## src/hw/rtl/btuid_pkg.sv

```systemverilog
`timescale 1ns / 1ps
// ----------------------------------------------------------------------------
// btuid_pkg
// Types, constants and helper functions for the bearer token user id extractor.
// ----------------------------------------------------------------------------
package btuid_pkg;

  localparam int unsigned PrefixLen = 7;

  localparam logic [7:0] BEARER_TEXT [PrefixLen] = '{
    8'h62, 8'h65, 8'h61, 8'h72, 8'h65, 8'h72, 8'h20
  };

  localparam logic [7:0] UID_KEY [3] = '{8'h75, 8'h69, 8'h64};
  localparam logic [7:0] SUB_KEY [3] = '{8'h73, 8'h75, 8'h62};

  localparam logic [7:0] CH_DOT    = 8'h2e;
  localparam logic [7:0] CH_QUOTE  = 8'h22;
  localparam logic [7:0] CH_COLON  = 8'h3a;
  localparam logic [7:0] CH_COMMA  = 8'h2c;
  localparam logic [7:0] CH_RBRACE = 8'h7d;
  localparam logic [7:0] CH_SPACE  = 8'h20;
  localparam logic [7:0] CH_LF     = 8'h0a;

  // matcher phases
  localparam logic [2:0] PH_SEARCH = 3'd0;
  localparam logic [2:0] PH_KEY0   = 3'd1;
  localparam logic [2:0] PH_KEY1   = 3'd2;
  localparam logic [2:0] PH_KEY2   = 3'd3;
  localparam logic [2:0] PH_CLOSE  = 3'd4;
  localparam logic [2:0] PH_COLON  = 3'd5;
  localparam logic [2:0] PH_DIGITS = 3'd6;
  localparam logic [2:0] PH_DONE   = 3'd7;

  // id source codes
  localparam logic [1:0] SRC_NONE = 2'd0;
  localparam logic [1:0] SRC_UID  = 2'd1;
  localparam logic [1:0] SRC_SUB  = 2'd2;

  typedef struct packed {
    logic [2:0]  phase;
    logic [63:0] value;
    logic        has_digit;
  } matcher_t;

  // bit 6 flags a valid base64url character, bits 5:0 hold the sextet
  function automatic logic [6:0] sextet_of(input logic [7:0] c);
    logic [6:0] r;
    r = 7'd0;
    if (c >= 8'h41 && c <= 8'h5a)      r = {1'b1, 6'(c - 8'h41)};
    else if (c >= 8'h61 && c <= 8'h7a) r = {1'b1, 6'(c - 8'h61 + 8'd26)};
    else if (c >= 8'h30 && c <= 8'h39) r = {1'b1, 6'(c - 8'h30 + 8'd52)};
    else if (c == 8'h2d)               r = {1'b1, 6'd62};
    else if (c == 8'h5f)               r = {1'b1, 6'd63};
    return r;
  endfunction

  function automatic matcher_t feed_matcher(input matcher_t m, input logic [7:0] k0,
                                            input logic [7:0] k1, input logic [7:0] k2,
                                            input logic [7:0] c);
    matcher_t   r;
    logic [7:0] want;
    r = m;
    want = k0;
    case (m.phase)
      PH_KEY1: want = k1;
      PH_KEY2: want = k2;
      default: want = k0;
    endcase
    case (m.phase)
      PH_SEARCH: begin
        if (c == CH_QUOTE) r.phase = PH_KEY0;
      end
      PH_KEY0, PH_KEY1, PH_KEY2: begin
        if (c == want)          r.phase = m.phase + 3'd1;
        else if (c == CH_QUOTE) r.phase = PH_KEY0;
        else                    r.phase = PH_SEARCH;
      end
      PH_CLOSE: begin
        r.phase = (c == CH_QUOTE) ? PH_COLON : PH_SEARCH;
      end
      PH_COLON: begin
        if (c == CH_COLON) r.phase = PH_DIGITS;
      end
      PH_DIGITS: begin
        if (c >= 8'h30 && c <= 8'h39) begin
          // times ten plus digit, wraps at 64 bits
          r.value = (m.value << 3) + (m.value << 1) + {60'd0, c[3:0]};
          r.has_digit = 1'b1;
        end else if (c == CH_COMMA || c == CH_RBRACE || c == CH_SPACE || c == CH_LF) begin
          r.phase = PH_DONE;
        end else if (c == CH_QUOTE) begin
          r.value = 64'd0;
          r.phase = PH_DONE;
        end
      end
      default: r = m;
    endcase
    return r;
  endfunction

endpackage

```

## src/hw/rtl/bearer_token_user_id_extract.sv

```systemverilog
`timescale 1ns / 1ps
// ----------------------------------------------------------------------------
// bearer_token_user_id_extract
// Checks the bearer prefix, decodes the claims segment of the token and picks
// out the uid or sub claim as a user id, one result per header value.
// ----------------------------------------------------------------------------
// the last byte passes through the input register, then into the result register
// throughput: one header byte per cycle, set by the single pass from the input
//   register through decode, matcher and times-ten add to the state registers
// a result waiting on the output holds back only a following last byte
// reset: asynchronous, active low; returns all parsing state to the start
//   of a header value and empties both registers
module bearer_token_user_id_extract
  import btuid_pkg::*;
(
  input  logic        clk_i,
  input  logic        rst_ni,
  input  logic        s_axis_tvalid_i,
  output logic        s_axis_tready_o,
  input  logic [7:0]  s_axis_tdata_i,   // [7:0] header_byte
  input  logic        s_axis_tlast_i,   // last_byte
  output logic        m_axis_tvalid_o,
  input  logic        m_axis_tready_i,
  output logic [63:0] m_axis_tdata_o,   // [62:0] user_id, [63] zero
  output logic [1:0]  m_axis_tuser_o    // [1:0] id_source
);

  // input register
  logic       in_valid_q;
  logic [7:0] in_byte_q;
  logic       in_last_q;

  // parsing state
  logic [2:0]  prefix_pos_q, prefix_pos_d;
  logic        prefix_good_q, prefix_good_d;
  logic [1:0]  dots_q, dots_d;
  logic [13:0] bit_buf_q, bit_buf_d;
  logic [3:0]  bit_cnt_q, bit_cnt_d;
  matcher_t    uid_q, uid_d, sub_q, sub_d;

  // result register
  logic        out_valid_q;
  logic [62:0] out_id_q, out_id_d;
  logic [1:0]  out_src_q, out_src_d;

  logic        advance;
  logic [7:0]  lc;
  logic [6:0]  sextet;
  logic [13:0] buf_new;
  logic [3:0]  cnt_sum;
  logic [3:0]  cnt_new;
  logic [13:0] buf_shift;
  logic [2:0]  pos_n;
  logic        good_n;
  logic [1:0]  dots_n;
  matcher_t    uid_n, sub_n;

  // a last byte waits while the result register is still full
  assign advance = in_valid_q && (!in_last_q || !out_valid_q || m_axis_tready_i);
  assign s_axis_tready_o = !in_valid_q || advance;

  always_comb begin
    lc = in_byte_q;
    if (in_byte_q >= 8'h41 && in_byte_q <= 8'h5a) lc = in_byte_q | 8'h20;
    sextet    = sextet_of(in_byte_q);
    buf_new   = {bit_buf_q[7:0], sextet[5:0]};
    cnt_sum   = bit_cnt_q + 4'd6;
    cnt_new   = cnt_sum - 4'd8;
    buf_shift = buf_new >> cnt_new;

    pos_n  = prefix_pos_q;
    good_n = prefix_good_q;
    dots_n = dots_q;
    bit_buf_d = bit_buf_q;
    bit_cnt_d = bit_cnt_q;
    uid_n  = uid_q;
    sub_n  = sub_q;

    if (prefix_good_q) begin
      if (prefix_pos_q < 3'(PrefixLen)) begin
        if (lc != BEARER_TEXT[prefix_pos_q]) good_n = 1'b0;
        else pos_n = prefix_pos_q + 3'd1;
      end else if (dots_q < 2'd2) begin
        if (in_byte_q == CH_DOT) begin
          dots_n = dots_q + 2'd1;
        end else if (dots_q == 2'd1 && sextet[6]) begin
          bit_buf_d = buf_new;
          if (cnt_sum >= 4'd8) begin
            bit_cnt_d = cnt_new;
            uid_n = feed_matcher(uid_q, UID_KEY[0], UID_KEY[1], UID_KEY[2], buf_shift[7:0]);
            sub_n = feed_matcher(sub_q, SUB_KEY[0], SUB_KEY[1], SUB_KEY[2], buf_shift[7:0]);
          end else begin
            bit_cnt_d = cnt_sum;
          end
        end
      end
    end

    out_id_d  = 63'd0;
    out_src_d = SRC_NONE;
    if (good_n && pos_n == 3'(PrefixLen) && dots_n == 2'd2) begin
      if (uid_n.has_digit && uid_n.value != 64'd0 && !uid_n.value[63]) begin
        out_id_d  = uid_n.value[62:0];
        out_src_d = SRC_UID;
      end else if (sub_n.has_digit && sub_n.value != 64'd0 && !sub_n.value[63]) begin
        out_id_d  = sub_n.value[62:0];
        out_src_d = SRC_SUB;
      end
    end

    prefix_pos_d  = pos_n;
    prefix_good_d = good_n;
    dots_d        = dots_n;
    uid_d         = uid_n;
    sub_d         = sub_n;
    // the last byte starts the next header value from scratch
    if (in_last_q) begin
      prefix_pos_d  = 3'd0;
      prefix_good_d = 1'b1;
      dots_d        = 2'd0;
      bit_buf_d     = 14'd0;
      bit_cnt_d     = 4'd0;
      uid_d         = '{phase: PH_SEARCH, value: 64'd0, has_digit: 1'b0};
      sub_d         = '{phase: PH_SEARCH, value: 64'd0, has_digit: 1'b0};
    end
  end

  always_ff @(posedge clk_i or negedge rst_ni) begin
    if (!rst_ni) begin
      in_valid_q    <= 1'b0;
      prefix_pos_q  <= 3'd0;
      prefix_good_q <= 1'b1;
      dots_q        <= 2'd0;
      bit_buf_q     <= 14'd0;
      bit_cnt_q     <= 4'd0;
      uid_q         <= '{phase: PH_SEARCH, value: 64'd0, has_digit: 1'b0};
      sub_q         <= '{phase: PH_SEARCH, value: 64'd0, has_digit: 1'b0};
      out_valid_q   <= 1'b0;
    end else begin
      if (s_axis_tready_o) in_valid_q <= s_axis_tvalid_i;
      if (advance) begin
        prefix_pos_q  <= prefix_pos_d;
        prefix_good_q <= prefix_good_d;
        dots_q        <= dots_d;
        bit_buf_q     <= bit_buf_d;
        bit_cnt_q     <= bit_cnt_d;
        uid_q         <= uid_d;
        sub_q         <= sub_d;
      end
      if (advance && in_last_q) out_valid_q <= 1'b1;
      else if (m_axis_tready_i) out_valid_q <= 1'b0;
    end
  end

  always_ff @(posedge clk_i) begin
    if (s_axis_tready_o && s_axis_tvalid_i) begin
      in_byte_q <= s_axis_tdata_i;
      in_last_q <= s_axis_tlast_i;
    end
    if (advance && in_last_q) begin
      out_id_q  <= out_id_d;
      out_src_q <= out_src_d;
    end
  end

  assign m_axis_tvalid_o = out_valid_q;
  assign m_axis_tdata_o  = {1'b0, out_id_q};
  assign m_axis_tuser_o  = out_src_q;

endmodule

```

## config.mk

```make
export PLATFORM = sky130hd
export DESIGN_NAME = bearer_token_user_id_extract
export DESIGN_NICKNAME = d
export VERILOG_FILES = /design/src/hw/rtl/btuid_pkg.sv /design/src/hw/rtl/bearer_token_user_id_extract.sv
export SDC_FILE = /design/constraint.sdc
export NUM_CORES = 1
export LEC_CHECK = 0
export BUFFER_PORTS_ARGS = -buffer_cell sky130_fd_sc_hd__buf_2
export CORE_ASPECT_RATIO = 1.75
export CORE_UTILIZATION = 35
export CTS_BUF_LIST = sky130_fd_sc_hd__clkbuf_8
export DETAILED_ROUTE_END_ITERATION = 8
export PLACE_DENSITY_LB_ADDON = 0.25
export SETUP_SLACK_MARGIN = 0.5
export SYNTH_ARGS = -nofsm -noshare
export SYNTH_HDL_FRONTEND = slang
export SYNTH_SLANG_ARGS = --single-unit
```

## constraint.sdc

```tcl
create_clock -name clk_i -period 22.2 [get_ports clk_i]
set_input_delay 3.33 -clock clk_i [delete_from_list [all_inputs] [get_ports clk_i]]
set_output_delay 3.33 -clock clk_i [all_outputs]
set_load 0.02 [all_outputs]
```

# ---- Word-level counts from Yosys, hierarchy flattened
# Memories as Yosys holds them, arrays and structs flattened.
# Index checks and enable logic that the tools add are counted.
dict set report word_totals {
  register_bits 230
  mem_bits_ro 64
  in_bits 13
  output_inout_bits 68
  memories 1
}
dict set report classes {
  n_addsub 15
  order_cmp 12
  n_eq_ne 37
  shifts 1
  muxes 90
  n_bitwise 2
  reduce_logical 42
}
# name words width rd rd_clocked_by_memory_dff wr line_no
set mem_list {}
lappend mem_list {{(name not given)} 8 8 1 0 0 bearer_token_user_id_extract.sv:81} ;# if (lc != BEARER_TEXT[prefix_pos_q]) good_n = 1'b0;
# cell count
set ops {}
lappend ops {{$mux 68} 14}
lappend ops {{$mux 64} 4}
lappend ops {{$mux 8} 20}
lappend ops {{$mux 67} 2}
lappend ops {{$mux 65} 2}
lappend ops {{$add 64x4->64} 2}
lappend ops {{$add 64x64->64} 2}
lappend ops {{$reduce_bool 64->1} 2}
lappend ops {{$mux 63} 2}
lappend ops {{$eq 8x6->1 const B} 6}
lappend ops {{$mux 3} 13}
lappend ops {{$mux 7} 5}
lappend ops {{$pmux 3 s5} 2}
lappend ops {{$mux 4} 7}
lappend ops {{$reduce_and 12->1} 2}
lappend ops {{$eq 3x3->1 const B} 7}
lappend ops {{$pmux 5 s2} 2}
lappend ops {{$ne 3x3->1 const B} 6}
lappend ops {{$eq 8x7->1 const B} 2}
lappend ops {{$eq 8x8->1} 2}
lappend ops {{$ge 8x6->1 const B} 2}
lappend ops {{$ge 8x7->1 const B} 2}
lappend ops {{$le 8x6->1 const B} 2}
lappend ops {{$le 8x7->1 const B} 2}
lappend ops {{other kinds (34)} 87}

# ---- Depth between registers and ports, before layout
# Gate-level depths: netlist of run 1.
dict set report logic_depth {
  depth_word 26
  mapped_depth 34
  mapped_depth_nobuf 32
}

# ---- Worst setup path after synthesis of run 1
# No wires, ideal clock.
dict set report synth_timing {
  path_type {flip-flop to flip-flop}
  start {reg in_byte_q[2]}
  end {reg out_id_q[45], data pin}
  setup_time_ps 260
  t_arrival_ps 7417
  required_ps 21940
  path_slack_ps 14523
  stages_incl_launch_ff 33
  n_path_buf 2
  path_cell_list {edfxtp_1 > buf_2 > inv_1 > ha_1 > a21oi_1 > a211o_1 > and3_4 > o31a_1 > o41ai_2 > o211a_2 > inv_2 > ha_1 > ha_1 > fa_1 > a211oi_1 > o21ai_0 > a2111oi_0 > o21ai_0 > nor3b_1 > or3b_2 > a21boi_2 > nor2_1 > a31o_2 > a41oi_2 > o21bai_1 > xor2_1 > a22oi_1 > o211ai_1 > or4_4 > o21ai_2 > buf_2 > inv_2 > o2bb2ai_1}
}
dict set report synth_via {
  elab_chain_cells 25
}
# element line_no
set synth_lines {}
lappend synth_lines {{start, declared} bearer_token_user_id_extract.sv:30} ;# logic [7:0] in_byte_q;
lappend synth_lines {{start signal, assigned} bearer_token_user_id_extract.sv:157} ;# in_byte_q <= s_axis_tdata_i;
lappend synth_lines {{branches (longest 25 deep; another with $add 64x4->64)} n/a}
lappend synth_lines {{end signal, assigned} bearer_token_user_id_extract.sv:161} ;# out_id_q <= out_id_d;
lappend synth_lines {{end, declared} bearer_token_user_id_extract.sv:43} ;# logic [62:0] out_id_q, out_id_d;
# Parallel ways; which one is timed is not known. The select of a mux whose other input is x is not followed.
# A chain may end at the register's enable or synchronous reset.

# ---- Final worst setup path of run 1
dict set report layout_timing {
  start {reg bit_cnt_q[1]}
  end {reg out_id_q[17], data pin}
}
dict set report layout_via {
  elab_chain_cells 21
}
# element line_no
set layout_lines {}
lappend layout_lines {{start, declared} bearer_token_user_id_extract.sv:38} ;# logic [3:0] bit_cnt_q, bit_cnt_d;
lappend layout_lines {{start signal, assigned} bearer_token_user_id_extract.sv:146} ;# bit_cnt_q <= bit_cnt_d;
lappend layout_lines {{$add 4x3->4 (*)} bearer_token_user_id_extract.sv:67} ;# cnt_sum = bit_cnt_q + 4'd6;
lappend layout_lines {{branches (longest 19 deep; another with $add 64x4->64)} n/a}
lappend layout_lines {{$mux 63 (*)} bearer_token_user_id_extract.sv:102} ;# if (uid_n.has_digit && uid_n.value != 64'd0 && !uid_n.value[63]) begin
# Mark *: on every way between the ends. The select of a mux whose other input is x is not followed.

==> results of run 1 <==
## synthesized netlist by cell type, types with 40 or more instances
cell type	n
sky130_fd_sc_hd__xnor2_1	82
sky130_fd_sc_hd__o21ai_0	228
sky130_fd_sc_hd__a22oi_1	82
sky130_fd_sc_hd__dfrtp_1	154
sky130_fd_sc_hd__edfxtp_1	74
sky130_fd_sc_hd__o22ai_1	52
sky130_fd_sc_hd__nand4_1	40
sky130_fd_sc_hd__clkbuf_1	91
sky130_fd_sc_hd__xor2_1	50
sky130_fd_sc_hd__nand3_1	49
sky130_fd_sc_hd__ha_1	267
sky130_fd_sc_hd__nor3_1	43
sky130_fd_sc_hd__a21o_1	78
sky130_fd_sc_hd__nand2_1	263
sky130_fd_sc_hd__inv_1	61
sky130_fd_sc_hd__a21oi_1	190
sky130_fd_sc_hd__nor2_1	131
## registers in the layout, indices dropped and copies added, names as in the netlist
name and count:
bit_buf_q 8, prefix_good_q 1, in_byte_q 8, bit_cnt_q 3, out_id_q 63, in_last_q 1
m_axis_tvalid_o 1, uid_q 68, dots_q 2, sub_q 68, in_valid_q 1, m_axis_tuser_o 2
prefix_pos_q 3
## per-stage QoR
step	cells	hold WS, ps	util [%]	instance area (um2)
after floorplan	2366	449.8	-	20370
after global placement	3112	470.2	37.38	21430
after detailed placement	3112	478.3	37.38	21430
after CTS	3182	493.3	38.79	22240
after global routing	3183	527.3	38.79	22240
final	3184	490.7	38.80	22240
## kinds of logic (layout without fill, tap and decap cells)
family | after synthesis | in the layout
adder cells (fa/ha/maj) | 271 | 271
XOR/XNOR | 132 | 132
multiplexers | 11 | 11
flip-flops | 229 | 229
buffers and inverters | 182 | 231
AO/OA/AOI/OAI | 872 | 872
other | 1 | 3
AND/OR/NAND/NOR | 668 | 668
## routing by layer
metal	global-route usage, %	share of wire, %	up-vias
met4	16.46	7.2	0
met1	26.30	37	9277
met2	44.86	51	594
met5	0	0	-
li1	-	-	8966
met3	2.740	4.2	208
## placed cells by master (no fill, tap or decap), types with 6 or more instances in the layout
master / n
sky130_fd_sc_hd__clkbuf_8: 44
sky130_fd_sc_hd__o21bai_1: 11
sky130_fd_sc_hd__nor3_1: 43
sky130_fd_sc_hd__clkinv_2: 8
sky130_fd_sc_hd__xor2_1: 50
sky130_fd_sc_hd__a41oi_1: 6
sky130_fd_sc_hd__a21o_1: 78
sky130_fd_sc_hd__o21ai_0: 227
sky130_fd_sc_hd__nor2_1: 131
sky130_fd_sc_hd__a211oi_1: 19
sky130_fd_sc_hd__nor4_1: 27
sky130_fd_sc_hd__edfxtp_1: 74
sky130_fd_sc_hd__a31oi_1: 24
sky130_fd_sc_hd__o31ai_1: 12
sky130_fd_sc_hd__nand3_1: 49
sky130_fd_sc_hd__o32ai_1: 8
sky130_fd_sc_hd__o22ai_1: 52
sky130_fd_sc_hd__mux2i_1: 6
sky130_fd_sc_hd__o21a_1: 15
sky130_fd_sc_hd__and2_1: 16
sky130_fd_sc_hd__nand2b_1: 20
sky130_fd_sc_hd__xnor2_1: 82
sky130_fd_sc_hd__a22o_1: 24
sky130_fd_sc_hd__nand2_1: 261
sky130_fd_sc_hd__buf_4: 18
sky130_fd_sc_hd__inv_1: 69
sky130_fd_sc_hd__ha_1: 267
sky130_fd_sc_hd__o211ai_1: 15
sky130_fd_sc_hd__a21boi_0: 8
sky130_fd_sc_hd__a211o_1: 7
sky130_fd_sc_hd__buf_2: 78
sky130_fd_sc_hd__or3_1: 7
sky130_fd_sc_hd__and3_1: 27
sky130_fd_sc_hd__dfrtp_1: 154
sky130_fd_sc_hd__nand4_1: 40
sky130_fd_sc_hd__o22ai_2: 6
sky130_fd_sc_hd__a21oi_1: 190
sky130_fd_sc_hd__nor2b_1: 14
sky130_fd_sc_hd__a22oi_1: 82
## critical path: stages, from the launching register on
cell and delay (ps):
sky130_fd_sc_hd__dfrtp_1 750, sky130_fd_sc_hd__inv_1 260, sky130_fd_sc_hd__ha_1 300, sky130_fd_sc_hd__xnor2_1 820, sky130_fd_sc_hd__o2111ai_1 250, sky130_fd_sc_hd__a22o_1 440, sky130_fd_sc_hd__inv_1 300, sky130_fd_sc_hd__ha_1 300
sky130_fd_sc_hd__ha_1 230, sky130_fd_sc_hd__fa_1 490, sky130_fd_sc_hd__a211oi_1 320, sky130_fd_sc_hd__o21ai_0 210, sky130_fd_sc_hd__a2111oi_0 560, sky130_fd_sc_hd__o21ai_0 300, sky130_fd_sc_hd__nor3b_1 220, sky130_fd_sc_hd__or3b_2 480
sky130_fd_sc_hd__a21boi_2 320, sky130_fd_sc_hd__o21bai_1 190, sky130_fd_sc_hd__xor2_1 180, sky130_fd_sc_hd__o31ai_1 430, sky130_fd_sc_hd__nand3_1 120, sky130_fd_sc_hd__nor4_1 320, sky130_fd_sc_hd__nand4_1 130, sky130_fd_sc_hd__or4_4 570
sky130_fd_sc_hd__o21ai_4 430, sky130_fd_sc_hd__buf_4 530, sky130_fd_sc_hd__inv_2 130, sky130_fd_sc_hd__o2bb2ai_1 160
## power groups by stage
| stage | combinational (mW) | clock (mW) | sequential (mW) |
|---|---|---|---|
| 3_5_place_dp | 0.0539 | 0 | 0.457 |
| 4_1_cts | 0.0541 | 0.427 | 0.449 |
| 2_1_floorplan | 0.0300 | 0 | 0.455 |
| 5_1_grt | 0.0583 | 0.439 | 0.450 |
| 6_report | 0.0538 | 0.417 | 0.449 |
| 3_3_place_gp | 0.0538 | 0 | 0.457 |
## layout make-up
type | count | area [um2]
flip-flops and latches | 229 | 6102
diodes | 2 | 5.005
fillers | 5863 | 35090
repair buffers | 97 | 536.8
clock buffers | 44 | 605.6
well taps | 767 | 959.7
clock inverters | 26 | 200.2
inverters | 64 | 241.5
multi-input cells | 1955 | 13590
## path summary, 6_finish.rpt
| kind | endpoint | depth (start not counted) | startpoint |
|---|---|---|---|
| setup / recovery | out_id_q[17] | 27 | bit_cnt_q[1] |
| setup reg to reg | out_id_q[17] | 27 | bit_cnt_q[1] |
| hold / removal | sub_q[64] | 2 | sub_q[64] |
| hold reg to reg | sub_q[64] | 2 | sub_q[64] |
| max in group asynchronous | uid_q[62] | 3 | rst_ni |
| min in group asynchronous | bit_buf_q[3] | 1 | rst_ni |
==> impl_metrics.py, run 1 <==
metrics = {
    "sta": {
        "finalMaxSlewViolations": 0,
        "worst-slew-pin-transition_ps": 1030,
        "fin_skew_ps": 49.47,
        "timing.final.hold_violations": 0,
        "setup_total_negative_slack_ps": 0,
        "achievable-frequency_ghz": 0.09926,
        "finalWorstSetupSlack_ps": 12130,
        "final_period_minus_worst_setup_slack_ps": 10080,
        "fin_crit_sh_pct": 45.38,
        "grt_setup_unrepaired": "false",
        "finish_stage_setup_viols": 0,
        "slew_headroom_pct": 31.31,
    },
    "logic_synthesis": {
        "yosysTopAreaCellShare_pct": 18.92,
        "ys_seq_elements": 229,
        "synth.mux.area_fraction_pct": 0.5713,
        "synthesis.area_per_instance_um2": 8.609,
        "synth_fa_ha_area_share_pct": 16.79,
        "most_used_flip_flop_cell_after_synthesis": "sky130_fd_sc_hd__dfrtp_1",
        "biggest_area_contributors_in_the_synthesized_netlist": "sky130_fd_sc_hd__dfrtp_1 (19%), sky130_fd_sc_hd__ha_1 (16%), sky130_fd_sc_hd__edfxtp_1 (11%), sky130_fd_sc_hd__o21ai_0 (5.6%), sky130_fd_sc_hd__nand2_1 (4.8%)",
        "async_reset_ff_share_pct": 67.69,
        "post_synth_instance_area_um2": 20370,
        "synth_area_leader_cell": "sky130_fd_sc_hd__dfrtp_1",
        "yosys.cell_types.count": 101,
        "yosysSeqAreaShare_pct": 29.96,
        "synthSimpleGateAreaFrac_pct": 15.55,
        "synth_compound_area_share_pct": 27.88,
        "synth_xor_xnor_area_share_pct": 5.676,
        "synth.net_count": 2650,
        "synth_top_family_by_area": "compound AO/OA/AOI/OAI gates",
        "synth_cells": 2366,
        "number_of_flops_mapped_to_enable_cells_by_yosys": 74,
        "synthesis.yosys.warnings": 0,
    },
    "critical_path": {
        "worstSetupEndpointType": "register",
        "r2r_setup_slack_ps": 12130,
        "critPathMaxFanout": 45,
        "critical_path_data_arrival_time_ps": 10370,
        "worst-setup-path-type": "register to register",
        "kind_of_start_point_of_the_critical_path": "register",
        "worst_ep_required_time_ps": 22490,
    },
    "detailed_routing": {
        "antenna_violating_nets_post_route": 0,
        "detailroute.via_count": 19050,
        "detailedRoute.firstPassIterationCount": 7,
        "remaining_drc_errors": 0,
        "postRouteWirelength_mm": 73.01,
        "wl_cell_um": 22.93,
        "drt_first_iter_violations": 1245,
        "vias_per_cell": 5.981,
    },
    "pwr": {
        "power.density_nw_per_um2": 41.35,
        "power.share.switching_pct": 27.03,
        "seqPwrFrac_pct": 48.8,
        "p_sw_mw": 0.2486,
        "vdd_ir_drop_max_mv": 0.04269,
        "power.clock.fraction_pct": 45.3,
        "total_leakage_power_nw": 10.58,
        "int_power_mw": 0.6710,
        "total_power_mw": 0.9196,
        "combinationalPowerShare_pct": 5.8,
    },
    "clocking": {
        "postCtsResizedCells": 0,
        "clock_tree_from_tritoncts": "built",
        "post-cts-setup-buffer-count": 0,
        "clkSlewWorstSetupHoldPaths_ps": 60,
        "clk-insertion-delay-late_ps": 610,
        "h-tree-depth": 2,
        "cts-hold-fix-buffers": 0,
        "tritoncts.num_buffers": 38,
        "clock-root-buffer": "sky130_fd_sc_hd__clkbuf_8",
        "tritoncts_num_sinks": 229,
        "clockBufferDepth": 3,
    },
    "global_route": {
        "grt_pass1_vias": 19430,
        "grt_max_degree": 84,
        "grt_pass1_wl_mm": 112.1,
        "antenna_violations_before_repair": 3,
        "globalRouteOverflowTotal": 0,
        "groute.usage.overall_pct": 24.59,
    },
    "cells_and_area": {
        "layout_cell_share_with_drive_strength_beyond_1_pct": 8.696,
        "design.final.nets": 2669,
        "area_growth_pct": 9.196,
    },
    "floorplan": {
        "fp.dieArea_um2": 59200,
        "fp.coreArea_um2": 57330,
        "fp-row-count": 116,
        "ioPinCount": 81,
        "floorplan.die.width_um": 184.4,
        "floorplan.die.height_um": 321.1,
        "initial_core_util_pct": 35.53,
    },
    "worst_hold_path": {
        "hold_path_class": "register to register",
    },
    "run": {
        "maxCapViolCount": 0,
    },
    "outcome": {
        "run_status": "finished clean",
    },
    "placement": {
        "gp_routability_congestion": 0.9429,
        "place_worst_setup_slack_ps": 12280,
        "place.detailed.hpwl_mm": 56.60,
        "buffer_ports.inserted": 79,
    },
}
Power figures use the tool's default switching activity.
==> run 2: changes to the inputs <==
clock period = 9.8 ns   (was 22.2 ns; I/O delays follow)
==> run 2 against run 1 <==
  * Via count is 0.68% higher
  * Setup slack got worse by 11000 ps
  * Sequential share of layout area shrank 0.14 points
  * Die area unchanged
  * Maximum frequency up 11%
  * Routed wire length rose by 1.1%
  * Largest power group unchanged
==> impl_metrics.py, run 2 (synthesis results as in run 1) <==
metrics = {
    "outcome": {
        "run_status": "finished clean",
    },
    "clocking": {
        "clock_tree_from_tritoncts": "built",
        "clkSlewWorstSetupHoldPaths_ps": 60,
        "cts-hold-fix-buffers": 0,
        "tritoncts.num_buffers": 36,
        "clock-root-buffer": "sky130_fd_sc_hd__clkbuf_8",
        "clockBufferDepth": 3,
        "clk-insertion-delay-late_ps": 620,
        "h-tree-depth": 2,
        "tritoncts_num_sinks": 229,
    },
    "global_route": {
        "antenna_violations_before_repair": 2,
        "globalRouteOverflowTotal": 0,
        "grt_pass1_vias": 19340,
        "grt_max_degree": 95,
        "grt_pass1_wl_mm": 112.3,
        "groute.usage.overall_pct": 24.73,
    },
    "placement": {
        "placed_cell_area_um2": 21510,
        "gp_routability_congestion": 0.9481,
        "place.detailed.hpwl_mm": 56.67,
        "buffer_ports.inserted": 79,
    },
    "sta": {
        "fin_crit_sh_pct": 92.45,
        "timing.final.hold_violations": 0,
        "slew_headroom_pct": 29.46,
        "fin_skew_ps": 35.82,
        "worst-slew-pin-transition_ps": 1058,
        "setup_total_negative_slack_ps": 0,
        "final_period_minus_worst_setup_slack_ps": 9060,
        "achievable-frequency_ghz": 0.1104,
        "finish_stage_setup_viols": 0,
        "finalMaxSlewViolations": 0,
        "grt_setup_unrepaired": "false",
    },
    "critical_path": {
        "worst_ep_required_time_ps": 10220,
        "critPathMaxFanout": 11,
        "kind_of_start_point_of_the_critical_path": "register",
        "worstSetupEndpointType": "register",
        "worst-setup-path-type": "register to register",
        "cp_slowest_stage_delay_ps": 600,
        "crit_slowest_cell": "sky130_fd_sc_hd__or4_4",
        "path_common_cell": "sky130_fd_sc_hd__ha_1",
        "critical_path_data_arrival_time_ps": 9480,
    },
    "detailed_routing": {
        "detailedRoute.firstPassIterationCount": 5,
        "vias_per_cell": 6.003,
        "antenna_violating_nets_post_route": 0,
        "remaining_drc_errors": 0,
        "drt_first_iter_violations": 1092,
        "detailroute.via_count": 19170,
        "postRouteWirelength_mm": 73.84,
        "wl_cell_um": 23.12,
    },
    "cells_and_area": {
        "layout_cell_share_with_drive_strength_beyond_1_pct": 9.357,
        "layout.cell_area.non_filler_um2": 22350,
        "top_regs": "sub_q: 68 flops, uid_q: 68 flops, out_id_q: 63 flops",
        "area_growth_pct": 9.736,
        "layout.cells.most_common": "sky130_fd_sc_hd__ha_1",
        "layout_common_cells": "sky130_fd_sc_hd__ha_1 (266), sky130_fd_sc_hd__nand2_1 (261), sky130_fd_sc_hd__o21ai_0 (227)",
        "design.final.nets": 2682,
    },
    "floorplan": {
        "floorplan.die.height_um": 321.1,
        "initial_core_util_pct": 35.53,
        "fp.dieArea_um2": 59200,
        "fp-row-count": 116,
        "floorplan.die.width_um": 184.4,
        "ioPinCount": 81,
        "fp.coreArea_um2": 57330,
    },
    "worst_hold_path": {
        "hold_path_class": "register to register",
    },
    "run": {
        "maxCapViolCount": 0,
    },
    "pwr": {
        "total_leakage_power_nw": 10.60,
        "power.density_nw_per_um2": 91.02,
        "vdd_ir_drop_max_mv": 0.1237,
    },
}
[run 2: worst paths after layout]
kind / start / endpoint / slack [ps] / cells past startpoint
max: in_byte_q[2] / out_id_q[8] / 740 / 30
min: bit_cnt_q[2] / bit_cnt_q[2] / 490 / 2
max reg2reg: in_byte_q[2] / out_id_q[8] / 740 / 30
min reg2reg: bit_cnt_q[2] / bit_cnt_q[2] / 490 / 2
max in group asynchronous: rst_ni / uid_q[57] / 7250 / 2
min in group asynchronous: rst_ni / sub_q[67] / 920 / 1
[run 2: final cells by class]
cell class / count / area [um2]
Timing Repair Buffer: 110 / 634.4
Inverter: 64 / 241.5
Sequential cell: 229 / 6102
Fill cell: 5809 / 34980
Tap cell: 767 / 959.7
Antenna cell: 1 / 2.502
Multi-Input combinational cell: 1957 / 13680
Clock inverter: 26 / 182.7
Clock buffer: 40 / 550.5
[run 2: report_power, final]
group,switching [mW],internal (mW)
logic,0.0972,0.0275
clock network,0.458,0.436
registers,0.0175,0.999
[run 2: critical path: cells and delay by family, from the launching register on]
| kind | cells | cell delay [ps] |
|---|---|---|
| simple gates | 7 | 2060 |
| xor+xnor | 1 | 200 |
| fa+ha+maj | 4 | 1190 |
| buf+inv | 3 | 580 |
| flops | 1 | 520 |
| compound gates | 15 | 4310 |
[run 2: timing repair]
action,in CTS,in global routing
gates resized for setup,2,10
pin swaps,1,2
buffers inserted,0,3
cloned,1,1
setup endpoints to repair,18,64
[run 2: through the flow]
| stage | instances | power (mW) | hold WS, ps | util, % | worst slack, ps |
|---|---|---|---|---|---|
| floorplan | 2366 | 1.099 | 449.8 | - | 2123 |
| global placement | 3122 | 1.160 | 467.9 | 37.51 | 591.3 |
| detailed placement | 3122 | 1.159 | 477.3 | 37.51 | 417.7 |
| CTS | 3189 | 2.055 | 491.9 | 38.82 | 561.9 |
| global route | 3194 | 2.100 | 516.8 | 38.99 | 505.8 |
| finish | 3194 | 2.034 | 486.4 | 38.99 | 740.0 |
[run 2: per-layer routing]
metal | GRT usage [%] | vias up | wire length, um
li1 | - | 9012 | -
met2 | 45.27 | 568 | 38410
met1 | 26.77 | 9386 | 27630
met3 | 2.264 | 208 | 2786
met4 | 16.17 | 0 | 5012
met5 | 0 | - | 0
